===== src/rtl/kdhr_pkg.sv =====
// ----------------------------------------------------------------------------
// kdhr_pkg
// Types and constants shared by the key debounce / hold / repeat block.
// ----------------------------------------------------------------------------
package kdhr_pkg;

	localparam int unsigned THR_W   = 16;
	localparam int unsigned COUNT_W = 17;
	localparam int unsigned CFG_IDX_W = 1;

	localparam logic LEVEL_LOW  = 1'b0;
	localparam logic LEVEL_HIGH = 1'b1;

	// configuration register indexes
	localparam logic [CFG_IDX_W-1:0] CFG_FIRST_HOLD = 1'b0;
	localparam logic [CFG_IDX_W-1:0] CFG_REPEAT     = 1'b1;

	localparam logic [THR_W-1:0] FIRST_HOLD_RST = 16'd100;
	localparam logic [THR_W-1:0] REPEAT_RST     = 16'd20;

	typedef enum logic [1:0] {
		ST_IDLE    = 2'd0,
		ST_CONFIRM = 2'd1,
		ST_HELD    = 2'd2,
		ST_WAIT    = 2'd3
	} state_t;

	typedef enum logic [2:0] {
		EV_NONE    = 3'd0,
		EV_PRESS   = 3'd1,
		EV_HOLD    = 3'd2,
		EV_REPEAT  = 3'd3,
		EV_RELEASE = 3'd4
	} event_t;

	typedef struct packed {
		logic   raw_level;
		event_t key_event;
	} result_t;

endpackage


===== src/rtl/kdhr_fsm.sv =====
// ----------------------------------------------------------------------------
// kdhr_fsm
// Debounce state machine, hold counter and repeat flag; one step per sample.
// ----------------------------------------------------------------------------
module kdhr_fsm (
	input  logic                          clk,
	input  logic                          arst_n,
	input  logic                          step,
	input  logic                          level,
	input  logic [kdhr_pkg::THR_W-1:0]    first_hold_ticks,
	input  logic [kdhr_pkg::THR_W-1:0]    repeat_ticks,
	output kdhr_pkg::result_t             res
);

	kdhr_pkg::state_t state_q, state_d;
	logic [kdhr_pkg::COUNT_W-1:0] count_q, count_d, count_inc;
	logic armed_q, armed_d;
	logic rep_hit, hold_hit;

	assign count_inc = count_q + 1'b1;
	assign rep_hit   = armed_q && (count_inc > {1'b0, repeat_ticks});
	assign hold_hit  = count_inc > {1'b0, first_hold_ticks};

	always_ff @(posedge clk or negedge arst_n) begin
		if (!arst_n) begin
			state_q <= kdhr_pkg::ST_IDLE;
			count_q <= '0;
			armed_q <= 1'b0;
		end else if (step) begin
			state_q <= state_d;
			count_q <= count_d;
			armed_q <= armed_d;
		end
	end

	// next state
	always_comb begin
		state_d = state_q;
		count_d = count_q;
		armed_d = armed_q;
		unique case (state_q)
			kdhr_pkg::ST_IDLE: begin
				if (level != kdhr_pkg::LEVEL_LOW) state_d = kdhr_pkg::ST_CONFIRM;
			end
			kdhr_pkg::ST_CONFIRM: begin
				state_d = (level != kdhr_pkg::LEVEL_LOW) ? kdhr_pkg::ST_HELD
				                                        : kdhr_pkg::ST_IDLE;
			end
			kdhr_pkg::ST_HELD: begin
				if (level != kdhr_pkg::LEVEL_LOW) begin
					count_d = count_inc;
					if (rep_hit) begin
						count_d = '0;
					end else if (hold_hit) begin
						count_d = '0;
						armed_d = 1'b1;
					end
				end else begin
					state_d = kdhr_pkg::ST_IDLE;
					count_d = '0;
					armed_d = 1'b0;
				end
			end
			default: begin
				// unreachable wait code: release on low, otherwise stay
				if (level == kdhr_pkg::LEVEL_LOW) begin
					state_d = kdhr_pkg::ST_IDLE;
					count_d = '0;
					armed_d = 1'b0;
				end
			end
		endcase
	end

	// event output
	always_comb begin
		res.raw_level = level;
		res.key_event = kdhr_pkg::EV_NONE;
		unique case (state_q)
			kdhr_pkg::ST_IDLE: res.key_event = kdhr_pkg::EV_NONE;
			kdhr_pkg::ST_CONFIRM: begin
				if (level != kdhr_pkg::LEVEL_LOW) res.key_event = kdhr_pkg::EV_PRESS;
			end
			kdhr_pkg::ST_HELD: begin
				if (level == kdhr_pkg::LEVEL_LOW) res.key_event = kdhr_pkg::EV_RELEASE;
				else if (rep_hit)                 res.key_event = kdhr_pkg::EV_REPEAT;
				else if (hold_hit)                res.key_event = kdhr_pkg::EV_HOLD;
			end
			default: begin
				if (level == kdhr_pkg::LEVEL_LOW) res.key_event = kdhr_pkg::EV_RELEASE;
			end
		endcase
	end

endmodule


===== src/rtl/kdhr_out.sv =====
// ----------------------------------------------------------------------------
// kdhr_out
// Result register for the master stream side.
// ----------------------------------------------------------------------------
module kdhr_out (
	input  logic              clk,
	input  logic              arst_n,
	input  logic              load,
	input  kdhr_pkg::result_t res,
	output logic              m_tvalid,
	input  logic              m_tready,
	output logic [7:0]        m_tdata
);

	logic              valid_q;
	kdhr_pkg::result_t res_q;

	always_ff @(posedge clk or negedge arst_n) begin
		if (!arst_n) begin
			valid_q <= 1'b0;
		end else if (load) begin
			valid_q <= 1'b1;
		end else if (m_tready) begin
			valid_q <= 1'b0;
		end
	end

	always_ff @(posedge clk) begin
		if (load) begin
			res_q <= res;
		end
	end

	assign m_tvalid = valid_q;
	assign m_tdata  = {4'b0000, res_q.raw_level, res_q.key_event};

endmodule


===== src/rtl/key_debounce_hold_repeat.sv =====
// ----------------------------------------------------------------------------
// key_debounce_hold_repeat
// Debounced key with press, long-hold, autorepeat and release events.
// ----------------------------------------------------------------------------
// Usage:
//   Slave stream: one sampled key level per transaction (s_tdata[0]).
//   Master stream: one result per input transaction carrying the event code
//   (none, press, long hold, repeat, release) and the raw level.
//   Config port: cfg_we/cfg_index/cfg_data writes first_hold_ticks (index 0)
//   or repeat_ticks (index 1); write only while the block is idle.
// Result path: each input transaction is captured in the input register, then
//   the state update writes the result register; the result transaction
//   follows once m_tready is high.
// Throughput: 1 transaction per cycle while m_tready is high; the state
//   update is a single increment and two 17-bit compares.
// Reset: state idle, hold counter and repeat flag clear, thresholds 100/20,
//   both stream registers empty.
// Stall: when m_tready is low the result holds; one more sample is taken into
//   the input register, after which s_tready drops until the result leaves.
// ----------------------------------------------------------------------------
module key_debounce_hold_repeat (
	input  logic        clk,
	input  logic        arst_n,
	input  logic        s_tvalid,
	output logic        s_tready,
	input  logic [7:0]  s_tdata,   // [0] pin_level, [7:1] zero
	output logic        m_tvalid,
	input  logic        m_tready,
	output logic [7:0]  m_tdata,   // [2:0] key_event, [3] raw_level, [7:4] zero
	input  logic        cfg_we,
	input  logic [kdhr_pkg::CFG_IDX_W-1:0] cfg_index,
	input  logic [kdhr_pkg::THR_W-1:0]     cfg_data
);

	logic [kdhr_pkg::THR_W-1:0] first_hold_q, repeat_q;
	logic in_valid_s1, pin_s1;
	logic advance, step;
	kdhr_pkg::result_t res;

	always_ff @(posedge clk or negedge arst_n) begin
		if (!arst_n) begin
			first_hold_q <= kdhr_pkg::FIRST_HOLD_RST;
			repeat_q     <= kdhr_pkg::REPEAT_RST;
		end else if (cfg_we) begin
			unique case (cfg_index)
				kdhr_pkg::CFG_FIRST_HOLD: first_hold_q <= cfg_data;
				kdhr_pkg::CFG_REPEAT:     repeat_q     <= cfg_data;
				default: ;
			endcase
		end
	end

	assign advance  = !m_tvalid || m_tready;
	assign step     = in_valid_s1 && advance;
	assign s_tready = !in_valid_s1 || advance;

	always_ff @(posedge clk or negedge arst_n) begin
		if (!arst_n) begin
			in_valid_s1 <= 1'b0;
		end else if (s_tvalid && s_tready) begin
			in_valid_s1 <= 1'b1;
		end else if (advance) begin
			in_valid_s1 <= 1'b0;
		end
	end

	always_ff @(posedge clk) begin
		if (s_tvalid && s_tready) begin
			pin_s1 <= s_tdata[0];
		end
	end

	kdhr_fsm u_fsm (
		.clk              (clk),
		.arst_n           (arst_n),
		.step             (step),
		.level            (pin_s1),
		.first_hold_ticks (first_hold_q),
		.repeat_ticks     (repeat_q),
		.res              (res)
	);

	kdhr_out u_out (
		.clk      (clk),
		.arst_n   (arst_n),
		.load     (step),
		.res      (res),
		.m_tvalid (m_tvalid),
		.m_tready (m_tready),
		.m_tdata  (m_tdata)
	);

endmodule


===== config.mk =====
export PLATFORM = sky130hd
export DESIGN_NAME = key_debounce_hold_repeat
export DESIGN_NICKNAME = d
export VERILOG_FILES = /design/src/rtl/kdhr_pkg.sv /design/src/rtl/kdhr_fsm.sv /design/src/rtl/kdhr_out.sv /design/src/rtl/key_debounce_hold_repeat.sv
export SDC_FILE = /design/constraint.sdc
export NUM_CORES = 1
export LEC_CHECK = 0
export ABC_CLOCK_PERIOD_IN_PS = 4590
export BUFFER_PORTS_ARGS = -buffer_cell sky130_fd_sc_hd__buf_2
export CAP_MARGIN = 40
export CORE_UTILIZATION = 50
export CTS_CLUSTER_DIAMETER = 40
export CTS_CLUSTER_SIZE = 8
export DETAILED_ROUTE_END_ITERATION = 8
export GPL_TIMING_DRIVEN = 0
export PLACE_DENSITY_LB_ADDON = 0.12
export REMOVE_ABC_BUFFERS = 1
export SLEW_MARGIN = 15
export SYNTH_ARGS = -nofsm -noshare
export SYNTH_HDL_FRONTEND = slang
export SYNTH_SLANG_ARGS = --single-unit

===== constraint.sdc =====
create_clock -name clk -period 4.59 [get_ports clk]
set_clock_uncertainty 0.2 [all_clocks]
set_input_delay 0.6885 -clock clk [delete_from_list [all_inputs] [get_ports clk]]
set_output_delay 0.6885 -clock clk [all_outputs]
set_load 0.1 [all_outputs]

Yosys cells after proc, flatten, opt, wreduce, memory -nomap -nowiden
Index checks and enable logic that the tools add are counted.
{"block": "totals", "ff_bits": 59, "out_inout_bits": 10, "in_bits": 30, "wordCells": 62}
{"block": "classes", "order_cmp": 2, "n_bitwise": 2, "reduce_logical": 16, "eq_ne": 7, "add_sub_neg": 1, "n_mux": 24}
{"op": "17-bit 2-to-1 mux", "count": 4}
{"op": "17-bit by 16-bit > comparator with 1-bit output", "count": 2}
{"op": "17-bit case mux with 2 select lines", "count": 1}
{"op": "17-bit by 1-bit adder with 17-bit output (second input constant)", "count": 1}
{"op": "1-bit 2-to-1 mux", "count": 9}
{"op": "3-bit 2-to-1 mux", "count": 3}
{"op": "3-bit case mux with 3 select lines", "count": 1}
{"op": "2-bit 2-to-1 mux", "count": 4}
{"op": "3-bit AND reduction", "count": 2}
{"op": "5-bit AND reduction", "count": 1}
{"op": "2-bit by 1-bit != test with 1-bit output (second input constant)", "count": 2}
{"op": "2-bit != test (second input constant)", "count": 2}
{"op": "2-bit case mux with 2 select lines", "count": 1}
{"op": "2-bit AND reduction", "count": 2}
{"op": "2-bit nonzero test", "count": 2}
{"op": "1-bit logical AND", "count": 3}
{"op": "3-bit by 1-bit != test with 1-bit output (second input constant)", "count": 1}
{"op": "2-bit by 1-bit == test with 1-bit output (second input constant)", "count": 1}
{"op": "2-bit == test (second input constant)", "count": 1}
{"op": "1-bit logical NOT", "count": 2}
{"op": "2-bit logical NOT", "count": 1}
{"op": "1-bit logical OR", "count": 2}
{"op": "1-bit NOT", "count": 2}
{"op": "1-bit case mux with 2 select lines", "count": 1}
{"op": "2-bit OR reduction", "count": 1}

Logic depth before layout (Yosys ltp)
{"block": "logic_depth", "ltp_word": 6, "depth_mapped": 15, "depth_no_buf": 14}

Hierarchy
Synthesis repeated with hierarchy kept, for this count alone.
{"block": "hier_totals", "cells_unflattened": 332, "area_unflattened_um2": 3622.2}
{"mod": "kdhr_fsm", "seq_area_each_um2": 500.5, "cells_each": 244, "area_each_um2": 2092.0, "instances": 1}
{"mod": "key_debounce_hold_repeat", "seq_area_each_um2": 862.1, "cells_each": 76, "area_each_um2": 1340.0, "instances": 1}
{"mod": "kdhr_out", "seq_area_each_um2": 145.1, "cells_each": 12, "area_each_um2": 190.2, "instances": 1}

Worst setup path after synthesis
OpenSTA, ideal clock, no wires.
{"block": "synth_path", "path_kind": "reg2reg", "from": "reg u_fsm.count_q[0] in the netlist's numbering", "to": "reg u_out.res_q (netlist bit u_out.m_tdata[1]), data pin", "arrival_ps": 2854, "t_required_ps": 4134, "setup_ps": 256, "period_less_slack_ps": 3310, "setup_slack_ps": 1280, "path_stages_with_launch": 14, "n_path_buf": 1, "path_cell_list": "dfrtp_1 -> ha_1 -> and2_1 -> nand4_1 -> nor2_1 -> xor2_1 -> ha_1 -> and3_4 -> a221o_1 -> a31oi_1 -> o21ai_1 -> a21oi_2 -> buf_6 -> a21oi_1"}
{"item": "from (decl)", "line_no": "kdhr_fsm.sv:16", "source": "logic [kdhr_pkg::COUNT_W-1:0] count_q, count_d, count_inc;"}
{"item": "from (signal assigned)", "line_no": "kdhr_fsm.sv:31", "source": "count_q <= count_d;"}
{"item": "to (signal assigned)", "line_no": "kdhr_out.sv:30", "source": "res_q <= res;"}
{"item": "to (decl)", "line_no": "kdhr_out.sv:16", "source": "kdhr_pkg::result_t res_q;"}

Worst setup path in the final report
{"block": "layout_path", "from": "reg u_fsm.count_q[0] in the netlist's numbering", "to": "reg u_fsm.count_q[1] in the netlist's numbering"}
{"block": "layout_via", "elab_chain_len": 6, "elab_cells_between_ends": 8, "cone_classes": "add/sub: 1; order compare: 2; mux: 4; reduce/logical: 1"}
{"item": "17-bit by 1-bit adder with 17-bit output (*)", "line_no": "kdhr_fsm.sv:20", "source": "assign count_inc = count_q + 1'b1;"}
{"item": "17-bit by 16-bit > comparator with 1-bit output (on tied branches)", "line_no": "kdhr_fsm.sv:22, kdhr_fsm.sv:21"}
{"item": "17-bit 2-to-1 mux or 1-bit logical AND (tied branches)", "line_no": "kdhr_fsm.sv:54, kdhr_fsm.sv:21"}
{"item": "17-bit 2-to-1 mux (*)", "line_no": "kdhr_fsm.sv:52", "source": "if (rep_hit) begin"}
{"item": "17-bit 2-to-1 mux (*)", "line_no": "kdhr_fsm.sv:50", "source": "if (level != kdhr_pkg::LEVEL_LOW) begin"}
{"item": "17-bit case mux with 2 select lines (*)", "line_no": "kdhr_fsm.sv:41", "source": "unique case (state_q)"}
Mark *: on every way between the ends. The rest lies on a longest branch, timed or not.
A chain may end at the register's enable or synchronous reset.

==> results_dict.tcl <==
set metrics [dict create \
    crit_family "compound AO/OA/AOI/OAI gates" \
    yosysTopAreaCell "dfrtp_1" \
    leakage_nw 1.89 \
    r2r_start "u_fsm.count_q[0]" \
    synthesis.area_um2 3440 \
    core_um2 6490 \
    port_buffers 28 \
    hold_buffers 0 \
    diodes 0 \
    cts_inserted_buffers 9 \
    drive_above_1_share 0.187 \
    synthTopCellsByArea "dfrtp_1, ha_1, nand2_1" \
    min_period_ns 4.18 \
    drt-pass1-iter-count 4 \
    final_max_slew_viol_count 0 \
    grt_pass1_vias 2646 \
    drcViolationCount 0 \
    syn_avg_cell_area_um2 9.70 \
    syn2layout_area_growth_pct 9.99 \
    synth_warnings 0 \
    start_util 0.530 \
    worstMarginPinSlew_ns 0.834 \
    yosysMostFrequentCell "nand2_1" \
    yosysSeqAreaShare 0.438 \
    wl_per_cell_um 14.1 \
    clockRootBuffer "clkbuf_8" \
    required_ns 4.65 \
    cts_setup_buffers 0 \
    cap_violations 0 \
    ir_worst_vdd_mv 0.180 \
    drt-initial-drc-count 154 \
    critical_path_buf_inv_count 0 \
    cts_resized 0 \
    finalSetupViolCount 0 \
    slowest_stage "a21oi_2" \
    via_per_inst 5.50 \
    die_area_um2 7230 \
    dp_hpwl_mm 4.85 \
    crit_fanout 18 \
    yosys_register_bits 59 \
    setup_tns_ns 0 \
    crit_type "register to register" \
    overflow 0 \
    layout_setup_ws_ns 0.415 \
    critPathArrivalTime_ns 4.24 \
    antenna_left 0 \
    syn_inst 355 \
    die-width_um 85 \
    insertion_delay_ns 0.35 \
    rows 29 \
    routed_wl_mm 6.62 \
    n_fill_cell 577 \
    cp_cell_sequence "ha_1 > and2_1 > nand4_1 > nor2_1 > xor2_1 > ha_1 > and3_4 > a221o_1 > a31oi_1 > o21ai_1 > a21oi_2 > nand3_2 > o21ai_1" \
    ys_types 46 \
    synth-async-reset-ratio 0.915 \
    synth-main-ff-cell "dfrtp_1" \
    slew_headroom 0.444 \
    synth_top_area_share 0.356 \
    grt_pass1_wl_mm 11.9 \
    cts.sinks 59 \
    min_path_type "input port to async pin" \
    r2r_slack_ns 0.41 \
    status "finished clean" \
    crit_path_start "u_fsm.count_q[0]" \
    pwr_density_cell_nw_per_um2 350 \
    cts_buffer_depth 2 \
    finalHoldViolations 0 \
    cpPeakStageDelay_ns 0.69 \
    whs_ns 0.188 \
    max_freq_ghz 0.240 \
    min_period_over_period 0.910 \
    grt_start_max_net_pins 55 \
    synth-edff-count 5 \
    dieHeight_um 85 \
    cp-end-kind "register" \
    h-tree-depth 3 \
    netlist_top_cells_count "nand2_1, dfrtp_1, inv_1, ha_1, nand4_1" \
    pre_cts_ws_ns 0.505 \
    io_pins 40 \
    rsz0062_at_grt "false" \
    fin_nets 449 \
    crit_path_start_kind "register" \
    path_clk_slew_ns 0.06 \
    antenna_found_initial 0 \
    cts_tree "yes" \
    dr_total_vias 2572 \
    gp_congestion 0.846 \
    groute.usage.overall 0.213 \
]
-- path summary, 6_finish.rpt --
path | endpoint | depth (start not counted)
worst max register to register | u_fsm.count_q[1] | 13
worst min register to register | u_fsm.count_q[15] | 2
worst min-delay path | first_hold_q[1] | 1
min in group clk | u_fsm.count_q[15] | 2
max in group asynchronous | u_fsm.count_q[10] | 1
worst max-delay path | u_fsm.count_q[1] | 13
-- stage by stage --
step / cells / cell area, um2 / util / total power [mW]
after floorplan: 345 / 3370 / - / 0.863
after global placement: 450 / 3610 / 0.556 / 0.935
after detailed placement: 452 / 3640 / 0.560 / 0.950
after CTS: 468 / 3790 / 0.583 / 1.34
after global routing: 468 / 3790 / 0.583 / 1.41
final: 468 / 3790 / 0.583 / 1.33
-- cells in the final DEF, fill, tap and decap left out, drive strengths merged, types with 2 or more instances in the layout --
cell	instances
nor3	4
nand3	13
a21oi	14
a211oi	2
inv	39
o21ai	24
nand2	56
and3	3
xnor2	7
o211ai	2
nand2b	3
and4	2
dfstp	5
conb	4
nand3b	3
nor2	12
clkbuf	15
or4	2
dfrtp	49
buf	30
ha	33
nand4	19
xor2	7
and2	4
nor2b	4
edfxtp	5
mux2	17
a21o	2
-- flip-flops by register name (all words and copies together), names as in the netlist --
signal,cells
u_fsm.count_q,17
first_hold_q,16
repeat_q,16
u_out.m_tdata,4
u_fsm.state_q,2
in_valid_s1,1
pin_s1,1
u_fsm.armed_q,1
u_out.m_tvalid,1
-- layer usage --
layer,global-route usage,up-vias,share of wire
met5,0,-,0
met2,0.361,40,0.49
li1,-,1280,-
met1,0.257,1238,0.45
met4,0.0955,0,0.024
met3,0.0535,14,0.030
-- cell families after synthesis --
group	Yosys count	share of synthesized area
simple gates	126	0.183
flops	59	0.438
compound gates	52	0.0974
buf+inv	52	0.0665
fa+ha+maj	33	0.120
mux	18	0.0585
xor+xnor	14	0.0356
other cells	1	0.00109
-- power breakdown --
group	switching (mW)	leakage [nW]	internal, mW	total [mW]
clock	0.193	0.0757	0.196	0.389
combinational	0.196	1.09	0.109	0.305
sequential	0.0392	0.722	0.593	0.632
total	0.428	1.89	0.898	1.33
-- final cells by class --
cell class | count | area, um2 | area share
clock inverter | 1 | 5.00 | 0.00132
sequential | 59 | 1510 | 0.398
clock buffer | 15 | 146 | 0.0386
timing repair buffer | 30 | 165 | 0.0436
inverter | 39 | 146 | 0.0386
tap | 77 | 96.3 | 0.0254
multi-input combinational | 247 | 1720 | 0.454
(Power assumes the default switching activity.)
